<file path="config.mk">
export PLATFORM = sky130hd
export DESIGN_NAME = regex_pattern_tokenizer
export DESIGN_NICKNAME = d
export VERILOG_FILES = /design/src/rpt_pkg.sv /design/src/regex_pattern_tokenizer.sv
export SDC_FILE = /design/constraint.sdc
export NUM_CORES = 1
export LEC_CHECK = 0
export ABC_CLOCK_PERIOD_IN_PS = 23600
export BUFFER_PORTS_ARGS = -buffer_cell sky130_fd_sc_hd__buf_2
export CORE_ASPECT_RATIO = 1.25
export CORE_MARGIN = 5
export CORE_UTILIZATION = 30
export DETAILED_ROUTE_END_ITERATION = 10
export PLACE_DENSITY = 0.45
export SLEW_MARGIN = 20
export SYNTH_ARGS = -nofsm -noshare
export SYNTH_HDL_FRONTEND = slang
export SYNTH_SLANG_ARGS = --single-unit
</file>
<file path="constraint.sdc">
create_clock -name clk -period 23.6 [get_ports clk]
set_clock_uncertainty 0.05 [all_clocks]
set_input_delay 3.54 -clock clk [delete_from_list [all_inputs] [get_ports clk]]
set_output_delay 3.54 -clock clk [all_outputs]
set_load 0.02 [all_outputs]
</file>
<file path="src/rpt_pkg.sv">
package rpt_pkg;

    // Element kinds.
    localparam logic [2:0] KIND_NONE  = 3'd0;
    localparam logic [2:0] KIND_START = 3'd1;
    localparam logic [2:0] KIND_END   = 3'd2;
    localparam logic [2:0] KIND_ANY   = 3'd3;
    localparam logic [2:0] KIND_LIT   = 3'd4;
    localparam logic [2:0] KIND_SET   = 3'd5;

    // Parser modes.
    localparam logic [2:0] MODE_START     = 3'd0;
    localparam logic [2:0] MODE_BASE      = 3'd1;
    localparam logic [2:0] MODE_END       = 3'd2;
    localparam logic [2:0] MODE_ESCAPE    = 3'd3;
    localparam logic [2:0] MODE_SET_OPEN  = 3'd4;
    localparam logic [2:0] MODE_SET       = 3'd5;
    localparam logic [2:0] MODE_SET_ESC   = 3'd6;
    localparam logic [2:0] MODE_SET_RANGE = 3'd7;

    // Repeat codes.
    localparam logic [1:0] REP_ONCE = 2'd0;
    localparam logic [1:0] REP_STAR = 2'd1;
    localparam logic [1:0] REP_PLUS = 2'd2;
    localparam logic [1:0] REP_OPT  = 2'd3;

    // Error codes.
    localparam logic [3:0] ERR_NONE        = 4'd0;
    localparam logic [3:0] ERR_BAD_CHAR    = 4'd1;
    localparam logic [3:0] ERR_START_POS   = 4'd2;
    localparam logic [3:0] ERR_BAD_REPEAT  = 4'd3;
    localparam logic [3:0] ERR_RANGE_FIRST = 4'd4;
    localparam logic [3:0] ERR_RANGE_OPEN  = 4'd5;
    localparam logic [3:0] ERR_RANGE_BAD   = 4'd6;
    localparam logic [3:0] ERR_AFTER_END   = 4'd7;
    localparam logic [3:0] ERR_UNCLOSED    = 4'd8;
    localparam logic [3:0] ERR_TRAIL_ESC   = 4'd9;

    // Special pattern characters.
    localparam logic [7:0] CH_DOT    = ".";
    localparam logic [7:0] CH_CARET  = "^";
    localparam logic [7:0] CH_DOLLAR = "$";
    localparam logic [7:0] CH_BSLASH = 8'h5C;
    localparam logic [7:0] CH_STAR   = "*";
    localparam logic [7:0] CH_PLUS   = "+";
    localparam logic [7:0] CH_QMARK  = "?";
    localparam logic [7:0] CH_LBRACK = "[";
    localparam logic [7:0] CH_RBRACK = "]";
    localparam logic [7:0] CH_DASH   = "-";
    localparam logic [7:0] CH_T      = "t";
    localparam logic [7:0] CH_N      = "n";
    localparam logic [7:0] CH_TAB    = 8'd9;
    localparam logic [7:0] CH_LF     = 8'd10;
    localparam logic [7:0] CH_MIN    = 8'd32;
    localparam logic [7:0] CH_MAX    = 8'd126;

    localparam int DEFAULT_MAX_ELEMENTS = 1024;

    function automatic logic [7:0] map_escape(input logic [7:0] c);
        logic [7:0] r;
        r = c;
        if (c == CH_T) r = CH_TAB;
        else if (c == CH_N) r = CH_LF;
        return r;
    endfunction

endpackage

</file>
<file path="src/regex_pattern_tokenizer.sv">
// Channel  | Direction | Signals                          | Content
// s_axis   | in        | tvalid tready tdata[7:0] tuser   | pattern character, end marker
// m_axis   | out       | tvalid tready tdata tlast        | element, error code, count
//
// One input transfer is taken per cycle; the character updates the parser registers
// and a result, when one is due, stands in the output register on the next cycle.
// A result is due when a new element begins while one is held, and on every end marker.
// s_axis_tready is low only while the output register is full and m_axis_tready is low.
// rst_n clears the parser to start mode with no held element and no error.
module regex_pattern_tokenizer #(
    parameter int MAX_ELEMENTS = rpt_pkg::DEFAULT_MAX_ELEMENTS,
    parameter int COUNT_W      = $clog2(MAX_ELEMENTS + 1),
    parameter int OUT_W        = ((145 + COUNT_W + 7) / 8) * 8
) (
    input  logic             clk,
    input  logic             rst_n,
    input  logic             s_axis_tvalid,
    output logic             s_axis_tready,
    input  logic [7:0]       s_axis_tdata,  // ch
    input  logic             s_axis_tuser,  // func
    output logic             m_axis_tvalid,
    input  logic             m_axis_tready,
    // kind[2:0], lit_char[9:3], negated[10], set_low[74:11], set_high[138:75],
    // repeat_res[140:139], error_code[144:141], element_count, zero fill
    output logic [OUT_W-1:0] m_axis_tdata,
    output logic             m_axis_tlast  // last
);

    localparam int FIELD_W = 145 + COUNT_W;

    logic [2:0]         mode_reg, mode_next;
    logic [127:0]       class_reg, class_next;
    logic               class_neg_reg, class_neg_next;
    logic [6:0]         range_start_reg, range_start_next;
    logic               pend_valid_reg, pend_valid_next;
    logic [2:0]         pend_kind_reg, pend_kind_next;
    logic [6:0]         pend_char_reg, pend_char_next;
    logic               pend_neg_reg, pend_neg_next;
    logic [127:0]       pend_set_reg, pend_set_next;
    logic [1:0]         pend_rep_reg, pend_rep_next;
    logic [COUNT_W-1:0] count_reg, count_next;
    logic [3:0]         err_reg, err_next;

    logic               out_valid_reg;
    logic [FIELD_W-1:0] out_data_reg;
    logic               out_last_reg;

    logic               accept;
    logic               emit;
    logic [FIELD_W-1:0] emit_data;
    logic               emit_last;

    assign s_axis_tready = !out_valid_reg || m_axis_tready;
    assign accept        = s_axis_tvalid && s_axis_tready;
    assign m_axis_tvalid = out_valid_reg;
    assign m_axis_tdata  = {{(OUT_W - FIELD_W){1'b0}}, out_data_reg};
    assign m_axis_tlast  = out_last_reg;

    always_comb
    begin
        logic [7:0]   c;
        logic [7:0]   esc;
        logic [6:0]   rs;
        logic         do_set;
        logic         new_el;
        logic [2:0]   new_kind;
        logic [6:0]   new_char;
        logic [3:0]   fin_err;
        logic [127:0] fill;
        logic [140:0] held;

        c        = s_axis_tdata;
        esc      = rpt_pkg::map_escape(c);
        rs       = range_start_reg;
        do_set   = 1'b0;
        new_el   = 1'b0;
        new_kind = rpt_pkg::KIND_NONE;
        new_char = 7'd0;
        fin_err  = err_reg;

        mode_next        = mode_reg;
        class_next       = class_reg;
        class_neg_next   = class_neg_reg;
        range_start_next = range_start_reg;
        pend_valid_next  = pend_valid_reg;
        pend_kind_next   = pend_kind_reg;
        pend_char_next   = pend_char_reg;
        pend_neg_next    = pend_neg_reg;
        pend_set_next    = pend_set_reg;
        pend_rep_next    = pend_rep_reg;
        count_next       = count_reg;
        err_next         = err_reg;

        emit      = 1'b0;
        emit_last = 1'b0;
        held      = {pend_rep_reg, pend_set_reg, pend_neg_reg, pend_char_reg,
                     pend_kind_reg};
        emit_data = {{COUNT_W{1'b0}}, rpt_pkg::ERR_NONE, held};

        for (int i = 0; i < 128; i++)
        begin
            fill[i] = (8'(i) > {1'b0, range_start_reg}) && (8'(i) <= c);
        end

        if (s_axis_tuser)
        begin
            if (err_reg == rpt_pkg::ERR_NONE)
            begin
                if (mode_reg[2])
                    fin_err = rpt_pkg::ERR_UNCLOSED;
                else if (mode_reg == rpt_pkg::MODE_ESCAPE)
                    fin_err = rpt_pkg::ERR_TRAIL_ESC;
            end
            emit      = 1'b1;
            emit_last = 1'b1;
            if (fin_err != rpt_pkg::ERR_NONE)
                emit_data = {{COUNT_W{1'b0}}, fin_err, 141'd0};
            else if (pend_valid_reg)
                emit_data = {count_reg, rpt_pkg::ERR_NONE, held};
            else
                emit_data = {count_reg, rpt_pkg::ERR_NONE, 141'd0};
            // The end marker returns every parser register to its reset value.
            mode_next        = rpt_pkg::MODE_START;
            class_next       = '0;
            class_neg_next   = 1'b0;
            range_start_next = 7'd0;
            pend_valid_next  = 1'b0;
            pend_kind_next   = rpt_pkg::KIND_NONE;
            pend_char_next   = 7'd0;
            pend_neg_next    = 1'b0;
            pend_set_next    = '0;
            pend_rep_next    = rpt_pkg::REP_ONCE;
            count_next       = '0;
            err_next         = rpt_pkg::ERR_NONE;
        end
        else if (err_reg != rpt_pkg::ERR_NONE)
        begin
            // The first error is kept until the end marker.
        end
        else if (c < rpt_pkg::CH_MIN || c > rpt_pkg::CH_MAX)
        begin
            err_next = rpt_pkg::ERR_BAD_CHAR;
        end
        else
        begin
            unique case (mode_reg)
                rpt_pkg::MODE_START, rpt_pkg::MODE_BASE:
                begin
                    mode_next = rpt_pkg::MODE_BASE;
                    if (mode_reg == rpt_pkg::MODE_START && c == rpt_pkg::CH_CARET)
                    begin
                        new_el   = 1'b1;
                        new_kind = rpt_pkg::KIND_START;
                    end
                    else
                    begin
                        case (c)
                            rpt_pkg::CH_CARET: err_next = rpt_pkg::ERR_START_POS;
                            rpt_pkg::CH_DOLLAR:
                            begin
                                mode_next = rpt_pkg::MODE_END;
                                new_el    = 1'b1;
                                new_kind  = rpt_pkg::KIND_END;
                            end
                            rpt_pkg::CH_DOT:
                            begin
                                new_el   = 1'b1;
                                new_kind = rpt_pkg::KIND_ANY;
                            end
                            rpt_pkg::CH_STAR, rpt_pkg::CH_PLUS, rpt_pkg::CH_QMARK:
                            begin
                                if (!pend_valid_reg || pend_kind_reg == rpt_pkg::KIND_START
                                    || pend_kind_reg == rpt_pkg::KIND_END)
                                    err_next = rpt_pkg::ERR_BAD_REPEAT;
                                else if (c == rpt_pkg::CH_STAR)
                                    pend_rep_next = rpt_pkg::REP_STAR;
                                else if (c == rpt_pkg::CH_PLUS)
                                    pend_rep_next = rpt_pkg::REP_PLUS;
                                else
                                    pend_rep_next = rpt_pkg::REP_OPT;
                            end
                            rpt_pkg::CH_BSLASH: mode_next = rpt_pkg::MODE_ESCAPE;
                            rpt_pkg::CH_LBRACK:
                            begin
                                class_neg_next   = 1'b0;
                                class_next       = '0;
                                range_start_next = 7'd0;
                                mode_next        = rpt_pkg::MODE_SET_OPEN;
                            end
                            default:
                            begin
                                new_el   = 1'b1;
                                new_kind = rpt_pkg::KIND_LIT;
                                new_char = c[6:0];
                            end
                        endcase
                    end
                end
                rpt_pkg::MODE_ESCAPE:
                begin
                    mode_next = rpt_pkg::MODE_BASE;
                    new_el    = 1'b1;
                    new_kind  = rpt_pkg::KIND_LIT;
                    new_char  = esc[6:0];
                end
                rpt_pkg::MODE_SET_ESC:
                begin
                    range_start_next     = esc[6:0];
                    class_next[esc[6:0]] = 1'b1;
                    mode_next            = rpt_pkg::MODE_SET;
                end
                rpt_pkg::MODE_SET_RANGE:
                begin
                    if (c == rpt_pkg::CH_RBRACK)
                        err_next = rpt_pkg::ERR_RANGE_OPEN;
                    else if ({1'b0, rs} < c
                             && (({1'b0, rs} >= "a" && c <= "z")
                                 || ({1'b0, rs} >= "A" && c <= "Z")
                                 || ({1'b0, rs} >= "0" && c <= "9")))
                    begin
                        class_next = class_reg | fill;
                        mode_next  = rpt_pkg::MODE_SET;
                    end
                    else
                        err_next = rpt_pkg::ERR_RANGE_BAD;
                end
                rpt_pkg::MODE_SET_OPEN:
                begin
                    mode_next        = rpt_pkg::MODE_SET;
                    range_start_next = 7'd0;
                    rs               = 7'd0;
                    if (c == rpt_pkg::CH_CARET)
                        class_neg_next = 1'b1;
                    else
                        do_set = 1'b1;
                end
                rpt_pkg::MODE_SET:
                begin
                    do_set = 1'b1;
                end
                default:
                begin
                    err_next = rpt_pkg::ERR_AFTER_END;
                end
            endcase

            if (do_set)
            begin
                case (c)
                    rpt_pkg::CH_RBRACK:
                    begin
                        mode_next = rpt_pkg::MODE_BASE;
                        new_el    = 1'b1;
                        new_kind  = rpt_pkg::KIND_SET;
                    end
                    rpt_pkg::CH_BSLASH: mode_next = rpt_pkg::MODE_SET_ESC;
                    rpt_pkg::CH_DASH:
                    begin
                        if (rs == 7'd0)
                            err_next = rpt_pkg::ERR_RANGE_FIRST;
                        else
                            mode_next = rpt_pkg::MODE_SET_RANGE;
                    end
                    default:
                    begin
                        range_start_next   = c[6:0];
                        class_next[c[6:0]] = 1'b1;
                    end
                endcase
            end

            if (new_el)
            begin
                emit            = pend_valid_reg;
                pend_valid_next = 1'b1;
                pend_kind_next  = new_kind;
                pend_char_next  = new_char;
                pend_neg_next   = (new_kind == rpt_pkg::KIND_SET) ? class_neg_reg : 1'b0;
                pend_set_next   = (new_kind == rpt_pkg::KIND_SET) ? class_reg : '0;
                pend_rep_next   = rpt_pkg::REP_ONCE;
                if (count_reg < COUNT_W'(MAX_ELEMENTS))
                    count_next = count_reg + 1'b1;
            end
        end
    end

    always_ff @(posedge clk or negedge rst_n)
    begin
        if (!rst_n)
        begin
            mode_reg        <= rpt_pkg::MODE_START;
            class_reg       <= '0;
            class_neg_reg   <= 1'b0;
            range_start_reg <= 7'd0;
            pend_valid_reg  <= 1'b0;
            pend_kind_reg   <= rpt_pkg::KIND_NONE;
            pend_char_reg   <= 7'd0;
            pend_neg_reg    <= 1'b0;
            pend_set_reg    <= '0;
            pend_rep_reg    <= rpt_pkg::REP_ONCE;
            count_reg       <= '0;
            err_reg         <= rpt_pkg::ERR_NONE;
            out_valid_reg   <= 1'b0;
        end
        else
        begin
            if (accept)
            begin
                mode_reg        <= mode_next;
                class_reg       <= class_next;
                class_neg_reg   <= class_neg_next;
                range_start_reg <= range_start_next;
                pend_valid_reg  <= pend_valid_next;
                pend_kind_reg   <= pend_kind_next;
                pend_char_reg   <= pend_char_next;
                pend_neg_reg    <= pend_neg_next;
                pend_set_reg    <= pend_set_next;
                pend_rep_reg    <= pend_rep_next;
                count_reg       <= count_next;
                err_reg         <= err_next;
            end
            if (accept && emit)
                out_valid_reg <= 1'b1;
            else if (m_axis_tready)
                out_valid_reg <= 1'b0;
        end
    end

    always_ff @(posedge clk)
    begin
        if (accept && emit)
        begin
            out_data_reg <= emit_data;
            out_last_reg <= emit_last;
        end
    end

    // An end marker always leaves a final result in the output register.
    a_end_gives_last: assert property (@(posedge clk) disable iff (!rst_n)
        accept && s_axis_tuser |=> m_axis_tvalid && m_axis_tlast)
        else $error("end marker did not produce a last result");

    // After an end marker the parser is back in start mode with nothing held.
    a_end_clears: assert property (@(posedge clk) disable iff (!rst_n)
        accept && s_axis_tuser |=> mode_reg == rpt_pkg::MODE_START && !pend_valid_reg
            && count_reg == '0 && err_reg == rpt_pkg::ERR_NONE)
        else $error("parser state not cleared after end marker");

    // Errors and counts only appear on the final result.
    a_mid_result_clean: assert property (@(posedge clk) disable iff (!rst_n)
        m_axis_tvalid && !m_axis_tlast |-> out_data_reg[FIELD_W-1:141] == '0)
        else $error("non-final result carries an error or count");

    // Once an error is latched, characters leave it in place.
    a_error_sticky: assert property (@(posedge clk) disable iff (!rst_n)
        accept && !s_axis_tuser && err_reg != rpt_pkg::ERR_NONE |=> $stable(err_reg))
        else $error("latched error changed before end marker");

    // A held result is never overwritten while it waits.
    a_hold_result: assert property (@(posedge clk) disable iff (!rst_n)
        m_axis_tvalid && !m_axis_tready |=> m_axis_tvalid && $stable(out_data_reg))
        else $error("pending result lost under backpressure");

endmodule
</file>
==> results_dict.tcl, run 1 <==
set metrics [dict create \
    powerDensity_nw_per_um2 75.2 \
    p_leak_nw 9.82 \
    cts_setup_buffers 0 \
    synth_enable_flop_cells 157 \
    ctsHoldBuffers 0 \
    drive_gt1_share_pct 16.8 \
    hold_slack_ps 427 \
    wl_per_cell_um 27.9 \
    hold_path_depth 1 \
    clock_path_buffers 3 \
    reg2reg_depth 9 \
    rr_endpoint "out_data_reg[100]$_DFFE_PP_" \
    cts_tree "built" \
    antenna_found_initial 1 \
    gp_congestion 0.980 \
    r2r-start "err_reg[1]$_DFFE_PN0P_" \
    nets 1946 \
    placed_cells 2747 \
    clkSinkCount 454 \
    synthCells 1805 \
    cts_root_buffer "clkbuf_16" \
    cap_violations 0 \
    power_w 0.00179 \
    via_per_inst 5.52 \
    antenna_left 0 \
    cts.htree.levels 2 \
    routed_wl_um 79100 \
    cp-startpoint "m_axis_tready" \
    ys_seq_elements 454 \
    overflow 0 \
    worstPathArrival_ps 4100 \
    synth_area_leaders "dfrtp_1 (36%), edfxtp_1 (23%), a22o_1 (6.4%), nor2b_1 (4.5%), o21ai_0 (2.6%)" \
    grt_pass1_vias 16300 \
    grtUsageTotal_pct 21.0 \
    r2r_slack_ps 19430 \
    fin_setup_tns_ps 0 \
    largest_reg_flops 156 \
    slew_headroom_pct 24.4 \
    area_growth_syn_to_layout_pct 15.9 \
    post-synth-top-area-cell "dfrtp_1" \
    ir_drop_mv 0.0502 \
    yosysWarningCount 0 \
    synth_ff_type "dfrtp_1" \
    coreArea_um2 68000 \
    cts_buffers 49 \
    layoutNonFillerInstCount 2839 \
    insertion_delay_ps 610 \
    crit_fanout 5 \
    crit_path_end_kind "output port" \
    die_h_um 302 \
    final_common_cell "dfrtp_1" \
    hold_viol 0 \
    max_freq_ghz 0.130 \
    initial_core_util_pct 30.2 \
    cp-start-kind "input port" \
    fin_crit_ps 7690 \
    num_rows 107 \
    cts-resized-gates 0 \
    vias 15700 \
    mostFrequentLayoutCells "dfrtp_1 (297), buf_2 (170), edfxtp_1 (157)" \
    grt_pass1_wl_um 116000 \
    path_clk_slew_ps 60 \
    async_reset_ff_share_pct 65.4 \
    dr.pass1.iters 7 \
    ys_types 97 \
    synth.top_cell.area_share_pct 36.2 \
    worstMarginPinSlew_ps 1130 \
    insertedDiodeCount 0 \
    hold_path_end "pend_set_reg[30]$_DFFE_PN0P_" \
    dpl.hpwl_um 55100 \
    synth_area_um2 20500 \
    drcViolationCount 0 \
    drtIter0Drc 1170 \
    nFillCells 6793 \
    dieArea_um2 73700 \
    die_x_um 244 \
    rsz0062_at_grt "false" \
    worst-setup-path-type "input port to output port" \
    hold_path_class "flip-flop to flip-flop" \
    grt_max_degree 164 \
    io_buffers 171 \
    report.final.slew_viol_count 0 \
    multiInputGateArea_um2 7740 \
    area.sequential_um2 12100 \
    syn_area_per_cell_um2 11.4 \
    io_pins 176 \
    ys_seq_area_share_pct 59.2 \
    finalSetupViolations 0 \
    min_from "class_reg[30]$_DFFE_PN0P_" \
    status "complete, no violations" \
    worst-endpoint-required_ps 20010 \
    post-route-period-util_pct 32.6 \
]
==> kinds of logic (layout without fill, tap and decap cells) <==
kind of cell             count (synthesis)  after routing  synth area share (%)
AND/OR/NAND/NOR                        594            594                  15.9
AO/OA/AOI/OAI                          579            579                  20.8
flip-flops                             454            454                  59.2
buffers and inverters                  167            326                  3.57
adder cells (fa/ha/maj)                  7              7                 0.427
multiplexers                             2              2                0.0976
other                                    1              4                0.0183
XOR/XNOR                                 1              1                0.0427
==> worst max-delay path: stages <==
cell      delay (ps)
buf_2             90
nand2b_1         250
buf_2            220
==> routing by layer <==
layer	wire length, um	track usage (%)	vias to the layer above
li1	-	-	7032
met1	32300	26.4	7933
met2	38400	35.7	546
met3	4340	3.76	168
met4	4070	9.27	0
met5	0	0	-
==> area by class of cell <==
| type | instances | share of cell area [%] |
|---|---|---|
| well taps | 872 | 4.59 |
| repair buffers | 215 | 5.08 |
| inverters | 19 | 0.300 |
| flip-flops and latches | 454 | 51.1 |
| clock buffers | 67 | 5.53 |
| clock inverters | 25 | 0.837 |
| multi-input cells | 1187 | 32.6 |
==> cells in the mapped netlist, types with 35 or more instances <==
cell	number
buf_2	57
nor2_1	87
nor2b_1	148
nor3_1	35
nand2_1	128
a22o_1	151
and2_1	55
a21oi_1	80
o21ai_0	107
dfrtp_1	297
edfxtp_1	157
clkbuf_1	73
==> metrics by stage <==
| step | setup WS (ps) | area (um^2) | utilization [%] |
|---|---|---|---|
| 4_1_cts | 15900 | 23800 | 34.9 |
| 2_1_floorplan | 11290 | 20500 | - |
| 3_5_place_dp | 15680 | 22300 | 32.7 |
| 5_1_grt | 15870 | 23800 | 35.0 |
| 3_3_place_gp | 15800 | 22200 | 32.7 |
| 6_report | 15910 | 23800 | 35.0 |
==> worst max-delay path by stage <==
stage                     slack (ps)                           to  cells after the start
after floorplan                11290       m_axis_tlast$_DFFE_PP_                      9
after global placement         15800  out_data_reg[126]$_DFFE_PP_                     10
after detailed placement       15680  out_data_reg[129]$_DFFE_PP_                     10
after CTS                      15900                s_axis_tready                      3
after global routing           15870                s_axis_tready                      3
final                          15910                s_axis_tready                      3
==> report_power, final <==
group | internal, W | switching (W) | total (W) | leakage (nW)
clock network | 0.000405 | 0.000325 | 0.000730 | 0.735
logic | 0.0000425 | 0.000150 | 0.000193 | 3.45
registers | 0.000848 | 0.0000174 | 0.000866 | 5.63
Power figures use the tool's default switching activity.
==> run 2, diff against run 1 <==
--- a/config.mk
+++ b/config.mk
@@ -5,13 +5,13 @@
 export SDC_FILE = /design/constraint.sdc
 export NUM_CORES = 1
 export LEC_CHECK = 0
-export ABC_CLOCK_PERIOD_IN_PS = 23600
+export ABC_CLOCK_PERIOD_IN_PS = 7000
 export BUFFER_PORTS_ARGS = -buffer_cell sky130_fd_sc_hd__buf_2
 export CORE_ASPECT_RATIO = 1.25
 export CORE_MARGIN = 5
 export CORE_UTILIZATION = 30
 export DETAILED_ROUTE_END_ITERATION = 10
-export PLACE_DENSITY = 0.45
+export PLACE_DENSITY = 0.46
 export SLEW_MARGIN = 20
 export SYNTH_ARGS = -nofsm -noshare
 export SYNTH_HDL_FRONTEND = slang
==> constraint.sdc (replaced) <==
create_clock -name clk -period 7 [get_ports clk]
set_clock_uncertainty 0.05 [all_clocks]
set_input_delay 1.05 -clock clk [delete_from_list [all_inputs] [get_ports clk]]
set_output_delay 1.05 -clock clk [all_outputs]
set_load 0.02 [all_outputs]
==> run 2 against run 1 <==
Via count grew 1.8%; clock-buffer cell count rose by 5; power increased to 3.5 times the previous value; cell area increased by 1.1%; worst setup slack worse by 14000 ps; final cell count is 0.28% higher.
==> results_dict.tcl, run 2 (same netlist as run 1, synthesis figures left out) <==
set metrics [dict create \
    fin_setup_tns_ps 0 \
    clock_path_buffers 3 \
    grtUsageTotal_pct 22.4 \
    worstMarginPinSlew_ps 1180 \
    multiInputGateArea_um2 7760 \
    cap_violations 0 \
    path_cells "buf_2 -> clkinv_1 -> ha_1 -> a21oi_1 -> o221ai_1 -> a21oi_1 -> a21boi_4 -> nand2_2 -> o311ai_0" \
    antenna_found_initial 2 \
    worst-endpoint-required_ps 7410 \
    p_int_w 0.00457 \
    reg2reg_depth 7 \
    die_h_um 302 \
    initial_core_util_pct 30.2 \
    cts_tree "built" \
    p_comb_share_pct 10.8 \
    p_switching_w 0.00173 \
    powerDensity_nw_per_um2 262 \
    cp-start-kind "input port" \
    slew_headroom_pct 21.4 \
    via_per_inst 5.61 \
    hold_viol 0 \
    cts.htree.levels 2 \
    routed_wl_um 84100 \
    ctsHoldBuffers 0 \
    seq_power_share_pct 46.4 \
    rsz0062_at_grt "false" \
    antenna_left 0 \
    worstPathArrival_ps 5050 \
    placed_area_um2 22400 \
    crit_path_end_kind "flip-flop" \
    status "complete, no violations" \
    hold_path_class "input port to asynchronous set/reset pin" \
    r2r_slack_ps 2900 \
    grt_pass1_wl_um 122000 \
    crit_fanout 29 \
    cts_root_buffer "clkbuf_16" \
    report.final.slew_viol_count 0 \
    path_buf_inv 2 \
    path_clk_slew_ps 70 \
    die_x_um 244 \
    coreArea_um2 68000 \
    fin_crit_ps 4640 \
    post-route-period-util_pct 66.2 \
    final_cell_area_um2 24000 \
    grt_pass1_vias 16300 \
    critPathMostFrequentCell "a21oi_1" \
    cp.depth 9 \
    ir_drop_mv 0.153 \
    hold_slack_ps 398 \
    max_freq_ghz 0.216 \
    drcViolationCount 0 \
    cp-startpoint "s_axis_tdata[6]" \
    cts_buffers 50 \
    drive_gt1_share_pct 17.8 \
    drtIter0Drc 1166 \
    clkPwrFrac_pct 42.8 \
    worst_path_max_delay_cell "a21boi_4" \
    clkSinkCount 454 \
    io_pins 176 \
    worst-setup-path-type "input port to flip-flop" \
    cp-endpoint "class_reg[80]$_DFFE_PN0P_" \
    nets 1954 \
    insertedDiodeCount 0 \
    rr_endpoint "class_reg[80]$_DFFE_PN0P_" \
    cts-resized-gates 0 \
    crit_family "compound AO/OA/AOI/OAI gates" \
    largest_reg_flops 156 \
    gp_congestion 0.997 \
    cts_setup_buffers 0 \
    grt_max_degree 163 \
    layoutNonFillerInstCount 2847 \
    r2r-start "range_start_reg[1]$_DFFE_PN0P_" \
    insertion_delay_ps 610 \
    overflow 0 \
    switching_share_pct 27.4 \
    area_growth_syn_to_layout_pct 17.3 \
    vias 16000 \
    wl_per_cell_um 29.6 \
    p_leak_nw 9.95 \
    final_common_cell "dfrtp_1" \
    area.sequential_um2 12100 \
    io_buffers 171 \
    mostFrequentLayoutCells "dfrtp_1 (297), buf_2 (170), edfxtp_1 (157)" \
    power_w 0.00630 \
    finalSetupViolations 0 \
    slowest_delay_ps 810 \
    dpl.hpwl_um 58800 \
    dr.pass1.iters 7 \
    placed_cells 2754 \
    nFillCells 6828 \
    num_rows 107 \
    dieArea_um2 73700 \
]
[run 2: cell types whose count changed in the layout (fill, tap and decap cells not counted), moves of 2 or more]
cell,change
clkinv_4,+2
bufinv_16,+2
clkbuf_1,-3
inv_6,+2
buf_4,+3
buf_12,+4
clkbuf_16,+3
clkbuf_8,+5
clkinv_1,-9
[run 2: final cells by class]
class	instances	share of cell area, %
clock inverter	21	0.921
clock buffer	72	6.01
multi-input combinational	1187	32.3
inverter	19	0.297
tap	872	4.54
sequential	454	50.5
timing repair buffer	222	5.45
[run 2: power by group through the flow]
stage	Sequential [W]	Clock (W)	Combinational, W
2_1_floorplan	0.00304	0	0.000309
4_1_cts	0.00292	0.00279	0.000690
6_report	0.00292	0.00270	0.000680
3_5_place_dp	0.00297	0	0.000689
3_3_place_gp	0.00297	0	0.000687
5_1_grt	0.00293	0.00289	0.000732
[run 2: per-stage QoR]
step                      setup WS (ps)  util [%]
after global routing               2210      35.4
after global placement             1930      32.9
after floorplan                    1630         -
after CTS                          2430      35.4
after detailed placement           1780      32.9
final                              2360      35.4
[run 2: per-layer routing]
layer	vias up	part of all wire, %	global-route usage, %
met2	600	49	37.8
met1	8135	42	28.8
met4	0	5.2	9.94
li1	7050	-	-
met5	-	0	0
met3	184	4.6	3.00
[run 2: worst min-delay path by stage]
stage | startpoint | endpoint | slack, ps | cells after the start
after floorplan | class_reg[37]$_DFFE_PN0P_ | class_reg[37]$_DFFE_PN0P_ | 390 | 2
after global placement | class_reg[37]$_DFFE_PN0P_ | class_reg[37]$_DFFE_PN0P_ | 410 | 2
after detailed placement | class_reg[4]$_DFFE_PN0P_ | pend_set_reg[4]$_DFFE_PN0P_ | 420 | 1
after CTS | class_reg[4]$_DFFE_PN0P_ | pend_set_reg[4]$_DFFE_PN0P_ | 430 | 1
after global routing | class_reg[30]$_DFFE_PN0P_ | pend_set_reg[30]$_DFFE_PN0P_ | 450 | 1
final | rst_n | pend_set_reg[19]$_DFFE_PN0P_ | 400 | 1
